$ cat config.mk
export PLATFORM = sky130hd
export DESIGN_NAME = midpoint_ellipse_rasterizer
export DESIGN_NICKNAME = d
export VERILOG_FILES = /design/src/mer_pkg.sv /design/src/mer_ctrl.sv /design/src/mer_datapath.sv /design/src/midpoint_ellipse_rasterizer.sv
export SDC_FILE = /design/constraint.sdc
export NUM_CORES = 2
export LEC_CHECK = 0
export BUFFER_PORTS_ARGS = -buffer_cell sky130_fd_sc_hd__buf_2
export CAP_MARGIN = 20
export CORE_UTILIZATION = 45
export DETAILED_ROUTE_END_ITERATION = 12
export HOLD_SLACK_MARGIN = 0.06
export SYNTH_ARGS = -nofsm -noshare
export SYNTH_HDL_FRONTEND = slang
export SYNTH_SLANG_ARGS = --single-unit
export TNS_END_PERCENT = 100
$ cat constraint.sdc
create_clock -name clk -period 9.7 [get_ports clk]
set_input_delay 0.97 -clock clk [delete_from_list [all_inputs] [get_ports clk]]
set_output_delay 0.97 -clock clk [all_outputs]
set_load 0.05 [all_outputs]
$ cat src/mer_pkg.sv
// ----------------------------------------------------------------------------
// mer_pkg
// shared types and constants of the midpoint ellipse rasterizer
// ----------------------------------------------------------------------------
package mer_pkg;

	// radius saturation limit
	localparam int MAX_RADIUS = 31;

	// last point index allowed within one ellipse (64 points)
	localparam logic [5:0] CNT_LAST = 6'd63;

	typedef enum logic [3:0] {
		ST_IDLE,
		ST_SQUARE,
		ST_INIT,
		ST_REGION1,
		ST_PREP_A,
		ST_PREP_B,
		ST_PREP_C,
		ST_PREP_D,
		ST_REGION2
	} state_t;

	typedef enum logic [3:0] {
		OP_NONE,
		OP_LOAD,
		OP_SQUARE,
		OP_INIT,
		OP_STEP1,
		OP_PREP_A,
		OP_PREP_B,
		OP_PREP_C,
		OP_PREP_D,
		OP_STEP2
	} op_t;

	// controller to datapath
	typedef struct packed {
		op_t  op;
		logic emit;
		logic last;
	} ctrl_t;

	// datapath to controller
	typedef struct packed {
		logic r1_go;     // step_x < step_y
		logic y_zero;    // current y offset is zero
		logic cnt_last;  // this point is the 64th
		logic out_busy;  // output register holds an untaken beat
	} stat_t;

endpackage

$ cat src/mer_ctrl.sv
// ----------------------------------------------------------------------------
// mer_ctrl
// sequencer for setup, region one, region two setup and region two
// ----------------------------------------------------------------------------
module mer_ctrl
	import mer_pkg::*;
(
	input  logic  clk,
	input  logic  arst_n,
	input  logic  start,
	input  stat_t stat,
	output logic  idle,
	output ctrl_t ctrl
);

	state_t state_q, state_d;

	always_ff @(posedge clk or negedge arst_n) begin
		if (!arst_n) begin
			state_q <= ST_IDLE;
		end else begin
			state_q <= state_d;
		end
	end

	// next state
	always_comb begin
		state_d = state_q;
		case (state_q)
			ST_IDLE: begin
				if (start) state_d = ST_SQUARE;
			end
			ST_SQUARE: state_d = ST_INIT;
			ST_INIT:   state_d = ST_REGION1;
			ST_REGION1: begin
				if (!stat.r1_go) begin
					state_d = ST_PREP_A;
				end else if (!stat.out_busy && stat.cnt_last) begin
					state_d = ST_IDLE;
				end
			end
			ST_PREP_A: state_d = ST_PREP_B;
			ST_PREP_B: state_d = ST_PREP_C;
			ST_PREP_C: state_d = ST_PREP_D;
			ST_PREP_D: state_d = ST_REGION2;
			ST_REGION2: begin
				if (!stat.out_busy && (stat.cnt_last || stat.y_zero)) state_d = ST_IDLE;
			end
			default: state_d = ST_IDLE;
		endcase
	end

	// outputs
	always_comb begin
		ctrl.op   = OP_NONE;
		ctrl.emit = 1'b0;
		ctrl.last = 1'b0;
		idle      = 1'b0;
		case (state_q)
			ST_IDLE: begin
				idle = 1'b1;
				if (start) ctrl.op = OP_LOAD;
			end
			ST_SQUARE: ctrl.op = OP_SQUARE;
			ST_INIT:   ctrl.op = OP_INIT;
			ST_REGION1: begin
				if (stat.r1_go && !stat.out_busy) begin
					ctrl.op   = OP_STEP1;
					ctrl.emit = 1'b1;
					ctrl.last = stat.cnt_last;
				end
			end
			ST_PREP_A: ctrl.op = OP_PREP_A;
			ST_PREP_B: ctrl.op = OP_PREP_B;
			ST_PREP_C: ctrl.op = OP_PREP_C;
			ST_PREP_D: ctrl.op = OP_PREP_D;
			ST_REGION2: begin
				if (!stat.out_busy) begin
					ctrl.op   = OP_STEP2;
					ctrl.emit = 1'b1;
					ctrl.last = stat.cnt_last || stat.y_zero;
				end
			end
			default: ctrl.op = OP_NONE;
		endcase
	end

	// a point is never issued over an untaken beat
	a_emit_free: assert property (@(posedge clk) disable iff (!arst_n)
		ctrl.emit |-> !stat.out_busy)
		else $error("point issued while output register busy");

	// an accepted ellipse always starts with the squaring step
	a_start_seq: assert property (@(posedge clk) disable iff (!arst_n)
		(state_q == ST_IDLE && start) |=> state_q == ST_SQUARE)
		else $error("accepted ellipse did not enter setup");

	// the last beat of an ellipse returns the sequencer to idle
	a_last_idle: assert property (@(posedge clk) disable iff (!arst_n)
		(ctrl.emit && ctrl.last) |=> state_q == ST_IDLE)
		else $error("sequencer kept running after last point");

	// region two setup always runs its four steps in order
	a_prep_seq: assert property (@(posedge clk) disable iff (!arst_n)
		state_q == ST_PREP_A |=> state_q == ST_PREP_B ##1 state_q == ST_PREP_C
			##1 state_q == ST_PREP_D ##1 state_q == ST_REGION2)
		else $error("region two setup out of order");

endmodule

$ cat src/mer_datapath.sv
// ----------------------------------------------------------------------------
// mer_datapath
// decision variable arithmetic, offsets and the output register
// ----------------------------------------------------------------------------
module mer_datapath
	import mer_pkg::*;
(
	input  logic              clk,
	input  logic              arst_n,
	input  ctrl_t             ctrl,
	input  logic signed [6:0] center_x,
	input  logic signed [6:0] center_y,
	input  logic [4:0]        radius_x,
	input  logic [4:0]        radius_y,
	input  logic [7:0]        symbol,
	input  logic              out_ready,
	output stat_t             stat,
	output logic              out_valid,
	output logic [7:0]        x_right,
	output logic [7:0]        x_left,
	output logic [7:0]        y_upper,
	output logic [7:0]        y_lower,
	output logic [7:0]        glyph,
	output logic              last
);

	// ellipse parameters
	logic signed [6:0]  cx_q, cy_q;
	logic [4:0]         rx_q, ry_q;
	logic [7:0]         sym_q;
	logic [9:0]         rx2_q, ry2_q;

	// iteration state
	logic [6:0]         x_q;
	logic signed [6:0]  y_q;
	logic signed [23:0] sx_q, sy_q;
	logic signed [31:0] d_q;
	logic [5:0]         cnt_q;

	// region two setup temporaries
	logic [13:0]        t1_q;
	logic [9:0]         t2_q;
	logic [23:0]        t3_q;
	logic [19:0]        t4_q, t5_q;

	// output register
	logic               ov_q;
	logic [7:0]         xr_q, xl_q, yu_q, yl_q, gl_q;
	logic               last_q;

	logic signed [23:0] two_rx2, two_ry2, sx_n, sy_n;
	logic signed [31:0] rx2_x4, ry2_x4, sx_n_x4, sy_n_x4;
	logic [14:0]        prod_rxy;
	logic [7:0]         hx;
	logic signed [6:0]  ym;
	logic signed [13:0] ym_sq;
	logic [15:0]        hx_sq;
	logic [8:0]         xr_w, xl_w, yu_w, yl_w;

	assign two_rx2  = $signed({13'd0, rx2_q, 1'b0});
	assign two_ry2  = $signed({13'd0, ry2_q, 1'b0});
	assign sx_n     = sx_q + two_ry2;
	assign sy_n     = sy_q - two_rx2;
	assign rx2_x4   = $signed({20'd0, rx2_q, 2'b00});
	assign ry2_x4   = $signed({20'd0, ry2_q, 2'b00});
	assign sx_n_x4  = $signed({{6{sx_n[23]}}, sx_n, 2'b00});
	assign sy_n_x4  = $signed({{6{sy_n[23]}}, sy_n, 2'b00});
	assign prod_rxy = {5'd0, rx2_q} * {10'd0, ry_q};
	assign hx       = {x_q, 1'b1};
	assign hx_sq    = {8'd0, hx} * {8'd0, hx};
	assign ym       = y_q - 7'sd1;
	assign ym_sq    = $signed({{7{ym[6]}}, ym}) * $signed({{7{ym[6]}}, ym});

	// mirrored coordinates, wrapped to eight bits
	assign xr_w = {{2{cx_q[6]}}, cx_q} + {2'b00, x_q};
	assign xl_w = {{2{cx_q[6]}}, cx_q} - {2'b00, x_q};
	assign yu_w = {{2{cy_q[6]}}, cy_q} + {{2{y_q[6]}}, y_q};
	assign yl_w = {{2{cy_q[6]}}, cy_q} - {{2{y_q[6]}}, y_q};

	always_ff @(posedge clk) begin
		case (ctrl.op)
			OP_LOAD: begin
				cx_q  <= center_x;
				cy_q  <= center_y;
				rx_q  <= (int'(radius_x) > MAX_RADIUS) ? 5'(MAX_RADIUS) : radius_x;
				ry_q  <= (int'(radius_y) > MAX_RADIUS) ? 5'(MAX_RADIUS) : radius_y;
				sym_q <= symbol;
				cnt_q <= '0;
			end
			OP_SQUARE: begin
				rx2_q <= {5'd0, rx_q} * {5'd0, rx_q};
				ry2_q <= {5'd0, ry_q} * {5'd0, ry_q};
			end
			OP_INIT: begin
				x_q  <= '0;
				y_q  <= $signed({2'b00, ry_q});
				sx_q <= '0;
				sy_q <= $signed({8'd0, prod_rxy, 1'b0});
				d_q  <= ry2_x4 - $signed({15'd0, prod_rxy, 2'b00})
					+ $signed({22'd0, rx2_q});
			end
			OP_STEP1: begin
				cnt_q <= cnt_q + 6'd1;
				x_q   <= x_q + 7'd1;
				sx_q  <= sx_n;
				if (d_q < 0) begin
					d_q <= d_q + sx_n_x4 + ry2_x4;
				end else begin
					y_q  <= y_q - 7'sd1;
					sy_q <= sy_n;
					d_q  <= d_q + sx_n_x4 - sy_n_x4 + ry2_x4;
				end
			end
			OP_PREP_A: begin
				t1_q <= hx_sq[13:0];
				t2_q <= ym_sq[9:0];
			end
			OP_PREP_B: begin
				t3_q <= {14'd0, ry2_q} * {10'd0, t1_q};
				t4_q <= {10'd0, rx2_q} * {10'd0, t2_q};
			end
			OP_PREP_C: begin
				t5_q <= {10'd0, rx2_q} * {10'd0, ry2_q};
			end
			OP_PREP_D: begin
				d_q <= $signed({8'd0, t3_q}) + $signed({10'd0, t4_q, 2'b00})
					- $signed({10'd0, t5_q, 2'b00});
			end
			OP_STEP2: begin
				cnt_q <= cnt_q + 6'd1;
				y_q   <= y_q - 7'sd1;
				sy_q  <= sy_n;
				if (d_q > 0) begin
					d_q <= d_q + rx2_x4 - sy_n_x4;
				end else begin
					x_q  <= x_q + 7'd1;
					sx_q <= sx_n;
					d_q  <= d_q + sx_n_x4 - sy_n_x4 + rx2_x4;
				end
			end
			default: begin
			end
		endcase
	end

	// output register payload
	always_ff @(posedge clk) begin
		if (ctrl.emit) begin
			xr_q   <= xr_w[7:0];
			xl_q   <= xl_w[7:0];
			yu_q   <= yu_w[7:0];
			yl_q   <= yl_w[7:0];
			gl_q   <= sym_q;
			last_q <= ctrl.last;
		end
	end

	always_ff @(posedge clk or negedge arst_n) begin
		if (!arst_n) begin
			ov_q <= 1'b0;
		end else if (ctrl.emit) begin
			ov_q <= 1'b1;
		end else if (out_ready) begin
			ov_q <= 1'b0;
		end
	end

	assign stat.r1_go    = sx_q < sy_q;
	assign stat.y_zero   = (y_q == 7'sd0);
	assign stat.cnt_last = (cnt_q == CNT_LAST);
	assign stat.out_busy = ov_q && !out_ready;

	assign out_valid = ov_q;
	assign x_right   = xr_q;
	assign x_left    = xl_q;
	assign y_upper   = yu_q;
	assign y_lower   = yl_q;
	assign glyph     = gl_q;
	assign last      = last_q;

endmodule

$ cat src/midpoint_ellipse_rasterizer.sv
// ----------------------------------------------------------------------------
// midpoint_ellipse_rasterizer
// two-region midpoint ellipse walker emitting four-way mirrored point sets
// ----------------------------------------------------------------------------
// usage
//   s_* channel: one beat per ellipse (center, radii, symbol). s_tready is high
//   only while the sequencer is idle, so one ellipse is walked at a time.
//   m_* channel: one beat per point set: both mirrored x coordinates, both
//   mirrored y coordinates and the symbol; m_tlast marks the final point set.
// sequence
//   after the accepting edge, the square and init states square the radii and
//   form the first decision value; each region one step then registers a beat.
//   once region one ends, 4 steps (prep a to prep d) form the region two decision
//   value, and each other cycle emits one beat while the output register is not
//   busy. an ellipse gives n point sets (n <= 64, about radius_x + radius_y + 1);
//   the walk sets the rate.
// stall
//   a single output register parts the walk from the receiver; while it holds
//   an untaken beat the walk freezes and resumes the cycle it is taken.
// reset
//   arst_n clears the sequencer to idle and drops m_tvalid; nothing else needs
//   clearing since every ellipse reloads its own state.
// ----------------------------------------------------------------------------
module midpoint_ellipse_rasterizer
	import mer_pkg::*;
(
	input  logic        clk,
	input  logic        arst_n,
	// ellipse beat
	input  logic        s_tvalid,
	output logic        s_tready,
	input  logic [31:0] s_tdata,   // center_x[6:0], center_y[13:7], radius_x[18:14],
	                               // radius_y[23:19], symbol[31:24]
	// point set beat
	output logic        m_tvalid,
	input  logic        m_tready,
	output logic [39:0] m_tdata,   // x_right[7:0], x_left[15:8], y_upper[23:16],
	                               // y_lower[31:24], glyph[39:32]
	output logic        m_tlast    // last point set of the ellipse
);

	ctrl_t ctrl;
	stat_t stat;
	logic  idle;
	logic  accept;

	logic [7:0] x_right, x_left, y_upper, y_lower, glyph;

	// handshake: a beat is taken only while the sequencer idles
	assign s_tready = idle;
	assign accept   = s_tvalid && idle;

	mer_ctrl u_ctrl (
		.clk    (clk),
		.arst_n (arst_n),
		.start  (accept),
		.stat   (stat),
		.idle   (idle),
		.ctrl   (ctrl)
	);

	// unpack the ellipse beat straight into the datapath
	mer_datapath u_datapath (
		.clk       (clk),
		.arst_n    (arst_n),
		.ctrl      (ctrl),
		.center_x  ($signed(s_tdata[6:0])),
		.center_y  ($signed(s_tdata[13:7])),
		.radius_x  (s_tdata[18:14]),
		.radius_y  (s_tdata[23:19]),
		.symbol    (s_tdata[31:24]),
		.out_ready (m_tready),
		.stat      (stat),
		.out_valid (m_tvalid),
		.x_right   (x_right),
		.x_left    (x_left),
		.y_upper   (y_upper),
		.y_lower   (y_lower),
		.glyph     (glyph),
		.last      (m_tlast)
	);

	// pack the point set beat, first field lowest
	assign m_tdata = {glyph, y_lower, y_upper, x_left, x_right};

endmodule
* After elaboration in Yosys (flattened, before gate mapping)
Index checks and enable logic that the tools add are counted.
** Word-level totals
- Bits in registers :: 286
- Input bits :: 36
- Word-level logic and storage cells :: 123
- Output and inout port bits :: 43
** Operators by class
- Reduce and logical (&&, ||, !) cells :: 18
- Muxes and demuxes :: 25
- Equality and inequality tests :: 23
- Magnitude comparators :: 3
- Multiply operators :: 8
- Add/subtract/negate cells :: 20
** Operator list (count)
- case mux 24 bit (3 select lines) :: 2
- adder 32 x 13 -> 32 bit :: 4
- case mux 32 bit (4 select lines) :: 1
- case mux 4 bit (9 select lines) :: 2
- 2-to-1 mux 32 bit :: 2
- subtractor 32 x 26 -> 32 bit :: 2
- 2-to-1 mux 24 bit :: 2
- case mux 7 bit (3 select lines) :: 2
- multiplier 10 x 10 -> 20 bit :: 2
- adder 32 x 11 -> 32 bit :: 1
- adder 32 x 26 -> 32 bit :: 1
- equality test 4 x 3 -> 1 bit, second input constant :: 8
- greater-than comparator 32 x 1 -> 1 bit, second input constant :: 1
- less-than comparator 32 x 1 -> 1 bit, second input constant :: 1
- subtractor 32 x 23 -> 32 bit :: 1
- adder 24 x 22 -> 25 bit :: 1
- adder 24 x 12 -> 24 bit :: 1
- less-than comparator 24 bit :: 1
- multiplier 10 x 14 -> 24 bit :: 1
- subtractor 24 x 12 -> 24 bit :: 1
- multiplier 5 x 5 -> 10 bit :: 2
- subtractor 12 x 17 -> 18 bit :: 1
- equality test 4 x 2 -> 1 bit, second input constant :: 4
- 2-to-1 mux 4 bit :: 4
- other kinds (33) :: 49

* Longest topological paths before layout
- Depth in word-level cells :: 9
- Mapped depth :: 33
- Gate-level depth less buffers :: 32

* Cells and area by module
A second synthesis with hierarchy kept.
** Unflattened totals
- Cells, all modules :: 4047
- Area, all modules :: 36911.7 µm²
** By module, submodules not included
- mer_datapath :: times used 1, cells each 4009, area each 36592.6 µm², seq. area each 8102.8 µm²
- mer_ctrl :: times used 1, cells each 37, area each 312.8 µm², seq. area each 100.1 µm²
- midpoint_ellipse_rasterizer :: times used 1, cells each 1, area each 6.3 µm², seq. area each 0.0 µm²

* Least setup slack after synthesis
No wires, ideal clock.
- Path kind :: register to register
- From :: reg u_datapath.ry2_q[2]
- To :: reg u_datapath.d_q[31] (data pin)
- Data arrival time :: 6800 ps
- Slack :: 2629 ps
- Setup time :: 271 ps
- Required time :: 9429 ps
- Clock period less this slack :: 7071 ps
- Buffers on the path :: 2
- Cell stages (with the launch flop) :: 32
- Path through :: edfxtp_1 > ha_1 > a31oi_1 > o21bai_1 > a21oi_1 > o21bai_1 > a21oi_1 > o21bai_1 > a21oi_1 > o21bai_1 > and3_1 > xor2_1 > ha_1 > clkbuf_1 > a21o_1 > o21ba_2 > a21boi_0 > nand3_1 > nor2b_1 > ha_1 > buf_2 > a21oi_1 > o21ai_0 > a21oi_1 > o211ai_2 > a311oi_1 > xor2_1 > or4_4 > or4b_1 > o31a_1 > mux2i_1 > o211ai_1
** On the way
- Cells in the longest elaborated chain, start to end :: 6
- Elaborated cells on any way between the ends :: 11
- Classes of those cells :: add/sub (8); mux (3)
** RTL lines
- start, declared :: RTL line mer_datapath.sv:31 : logic [9:0] rx2_q, ry2_q;
- start signal, assigned :: RTL line mer_datapath.sv:92 : ry2_q <= {5'd0, ry_q} * {5'd0, ry_q};
- adder 24 x 12 -> 24 bit * :: RTL line mer_datapath.sv:62 : assign sx_n = sx_q + two_ry2;
- via u_datapath.sx_n[14] :: RTL line mer_datapath.sv:51 : logic signed [23:0] two_rx2, two_ry2, sx_n, sy_n;
- adder 32 x 26 -> 32 bit * :: RTL line mer_datapath.sv:107, mer_datapath.sv:111, mer_datapath.sv:138
- subtractor 32 x 26 -> 32 bit :: RTL line mer_datapath.sv:111, mer_datapath.sv:138
- adder 32 x 13 -> 32 bit, on equally long branches :: RTL line mer_datapath.sv:138, mer_datapath.sv:111
- 2-to-1 mux 32 bit, on equally long branches :: RTL line mer_datapath.sv:133, mer_datapath.sv:106
- case mux 32 bit (4 select lines) * :: RTL line mer_datapath.sv:81 : case (ctrl.op)
- end signal, assigned :: RTL line mer_datapath.sv:111 : d_q <= d_q + sx_n_x4 - sy_n_x4 + ry2_x4;
- end signal, assigned :: RTL line mer_datapath.sv:134 : d_q <= d_q + rx2_x4 - sy_n_x4;
- end signal, assigned :: RTL line mer_datapath.sv:138 : d_q <= d_q + sx_n_x4 - sy_n_x4 + rx2_x4;
- end, declared :: RTL line mer_datapath.sv:37 : logic signed [31:0] d_q;
The timed path passes the listed nets; every way through them passes the cells marked *.
A chain may end at the register's enable or synchronous reset.

* Final worst setup path
- From :: reg u_datapath.ry2_q[0]
- To :: reg u_datapath.d_q[31] (data pin)
The elaborated chain is that of the path after synthesis.

==> metrics.md <==
| Metric | Value |
|---|---|
| Largest family of logic cells by synthesized area | adder cells |
| Largest net degree at the start of global routing | 67 |
| Die area | approximately 83000 µm² |
| RSZ-0062 raised after global routing | no |
| Number of flops mapped to enable cells by yosys | 269 |
| Flop-to-flop setup slack | 1.40 ns |
| Max_slew headroom | 36.7% |
| Max cap viols | 0 |
| Hold_buf cts | 0 |
| Syn-to-layout area delta | 7.52% |
| Post-synth ARST share | 1.82% |
| Vias in the first global route | ~29000 |
| Max Fanout on Critical Path | 18 |
| Critical path depth | 29 |
| Cells after DPL | slightly above 5000 |
| Synthesis-stage register bit count | 274 |
| Fmax | 0.120 GHz |
| Critical Path Source | u_datapath.ry2_q[0]$_DFFE_PN_ |
| Post-synth top flop | edfxtp_1 |
| Synthesized instance count | 4077 |
| Total routed wirelength | roughly 100000 µm |
| CTS resizes | 0 |
| Worst Hold Class | primary input to asynchronous set/reset pin |
| Io pins | 79 |
| Outcome | finished clean |
| Worst-Margin Slew | ~0.94 ns |
| Synth top area share | around 22% |
| CTS tree | yes |
| Core area | between 80000 and 90000 µm² |
| Yosys warns | 0 |
| Post-Route Skew | slightly below 0.04 ns |
| Commonest non-fill, non-tap cell in the layout | ha_1 |
| Avg Inst Size Synth | 9.08 µm² |
| Required time of the critical path | 10.02 ns |
| Final non-filler cell total | 5212 |
| Clk sinks | approximately 270 |
| Worst setup SP type | flop |
| Mux share of post-synthesis cell area | less than 1% |
| First-pass DRT Iterations | 7 |
| CP endpoint kind | flop |
| Cells on worst reg2reg path | 29 |
| Area share of xor/xnor cells in the synthesized design | ~8.3% |
| Clock slew at reported path FFs | 0.08 ns |
| Cell area after placement | 38700 µm² |
| Fin area | approximately 40000 µm² |
| Post-Synth Simple-Gate Area | 16.8% |
| Clk_lat worst skew | 0.58 ns |
| Layout cells sized above 1 | 5.92% |
| Initial antenna violation count | 2 |
| Period minus WS final | 8.30 ns |
| Area leader, netlist | edfxtp_1 |
| Fin util | 49.2% |
| Postcts setup bufs | 0 |
| Crit share post-route | 85.6% |
| Worst path bufs/invs | 0 |
| RR Endpoint | u_datapath.d_q[31]$_DFFE_PP_ |
| Die width | ~290 µm |
| Rows | 104 |
| Initial Utilization | 45.8% |
| Total Nets Final | 4944 |
| Final slew viol count | 0 |
| First-pass GRT wire length | 159000 µm |
| Routed vias | ~29000 |
| WP data arrival | 8.62 ns |
| Largest cells by area after synthesis | edfxtp_1, ha_1, fa_1 |
| Die height | just under 300 µm |
| Crit Path Category | flop to flop |
| FF-to-FF Start | u_datapath.ry2_q[0]$_DFFE_PN_ |
| Syn_nets | between 4000 and 5000 |
| Synth unique cells | slightly below 100 |
| Final Hold Viols | 0 |
| Diodes inserted | 0 |
| DRC viols | 0 |
| Initial drt markers | 1826 |
| CP most frequent cell | a21oi_1 |
| Delay-heaviest family, CP | compound AO/OA/AOI/OAI gates |
| Root buf cell | clkbuf_16 |
| Critical path's slowest cell | edfxtp_1 |
| Vias/cell | 5.56 |
| Finish-stage setup viols | 0 |
| Synth Area in Compound Gates | ~14% |
| Maximum root-to-sink buffer count | 3 |
| Grt ovf | 0 |
| End point of the critical path | u_datapath.d_q[31]$_DFFE_PP_ |
| Final Wtd Congestion | 0.923 |
| HPWL after detailed placement | around 80000 µm |
| Commonest non-fill, non-tap cells in the layout | ha_1, inv_1, nor2_1 |
| Max incr delay on CP | approximately 0.7 ns |
| Adder-cell share of the synthesized area | 31.4% |
| Setup tns final | 0 ns |
| Buffers on Ports | 78 |
| GRT Util Overall | 24.5% |
| Seq/Total Area, Yosys | 22.1% |
| H-tree depth | 2 |
| WL/cell | 19.6 µm |
| Synth Cell Area | about 37000 µm² |
| Num CTS Buffers | 35 |
| Final ANT Viol Nets | 0 |
## per-layer routing
metal	global-route usage [%]	wire length [µm]
met1	33.5	46600
met2	40.5	47200
met3	2.64	5020
met4	7.57	3310
met5	0	0
## cell usage after synthesis, types with 10 or more instances
cell type and n:
a211oi_1 25, a21o_1 83, a21oi_1 246, a31oi_1 18
and2_1 245, and3_1 33, buf_2 11, clkbuf_1 86
edfxtp_1 269, fa_1 248, ha_1 532, inv_1 494
mux2_2 10, mux2i_1 18, nand2_1 289, nand2b_1 40
nand3_1 83, nand4_1 26, nor2_1 294, nor2b_1 49
nor3_1 76, nor4_1 26, o2111ai_1 10, o211ai_1 26
o21a_1 39, o21ai_0 114, o21bai_1 56, o22ai_1 21
o31a_1 12, o31ai_1 16, or2_2 11, or3_1 21
xnor2_1 247, xor2_1 100
## state kept, by name, indices dropped and copies added (netlist names), 4 cells and up
name,cells
u_datapath.y_upper,7
u_datapath.x_right,7
u_datapath.rx_q,5
u_datapath.t3_q,23
u_datapath.rx2_q,9
u_datapath.sym_q,8
u_datapath.ry_q,5
u_datapath.t2_q,9
u_datapath.y_lower,8
u_ctrl.state_q,4
u_datapath.sx_q,23
u_datapath.sy_q,23
u_datapath.ry2_q,9
u_datapath.x_q,7
u_datapath.glyph,8
u_datapath.d_q,32
u_datapath.t4_q,19
u_datapath.t5_q,19
u_datapath.y_q,7
u_datapath.cnt_q,6
u_datapath.cy_q,7
u_datapath.t1_q,12
u_datapath.cx_q,7
u_datapath.x_left,8
## per-stage QoR
step           hold WS (ns)  worst slack (ns)
2_1_floorplan         0.400              2.63
3_3_place_gp          0.402              1.55
3_5_place_dp          0.405              1.46
4_1_cts               0.210              1.43
5_1_grt               0.230             0.751
6_report              0.234              1.40
## kinds of logic after synthesis
logic type	after synthesis
flops	274
xor+xnor	348
mux	28
fa+ha+maj	780
simple gates	1242
compound gates	800
buf+inv	605
## cell type report
cell class	count	area (µm²)
inverter	497	1870
clock buffer	39	891
timing repair buffer	122	718
fill	7728	41100
sequential	274	8200
clock inverter	22	231
multi-input combinational	3198	26600
tap	1060	1330
## how the worst min path moves through the flow
stage,to,slack [ns],cells past startpoint
global placement,u_datapath.glyph[0]$_DFFE_PP_,0.40,0
floorplan,u_datapath.glyph[0]$_DFFE_PP_,0.40,0
global route,u_ctrl.state_q[3]$_DFFE_PN0P_,0.23,1
detailed placement,u_datapath.glyph[7]$_DFFE_PP_,0.41,0
CTS,u_datapath.out_valid$_DFFE_PN0P_,0.21,1
finish,u_datapath.out_valid$_DFFE_PN0P_,0.23,1
Power is left out: the tool's default activity adds up to more than one toggle a clock period on the data nets, which glitch-free logic cannot reach.
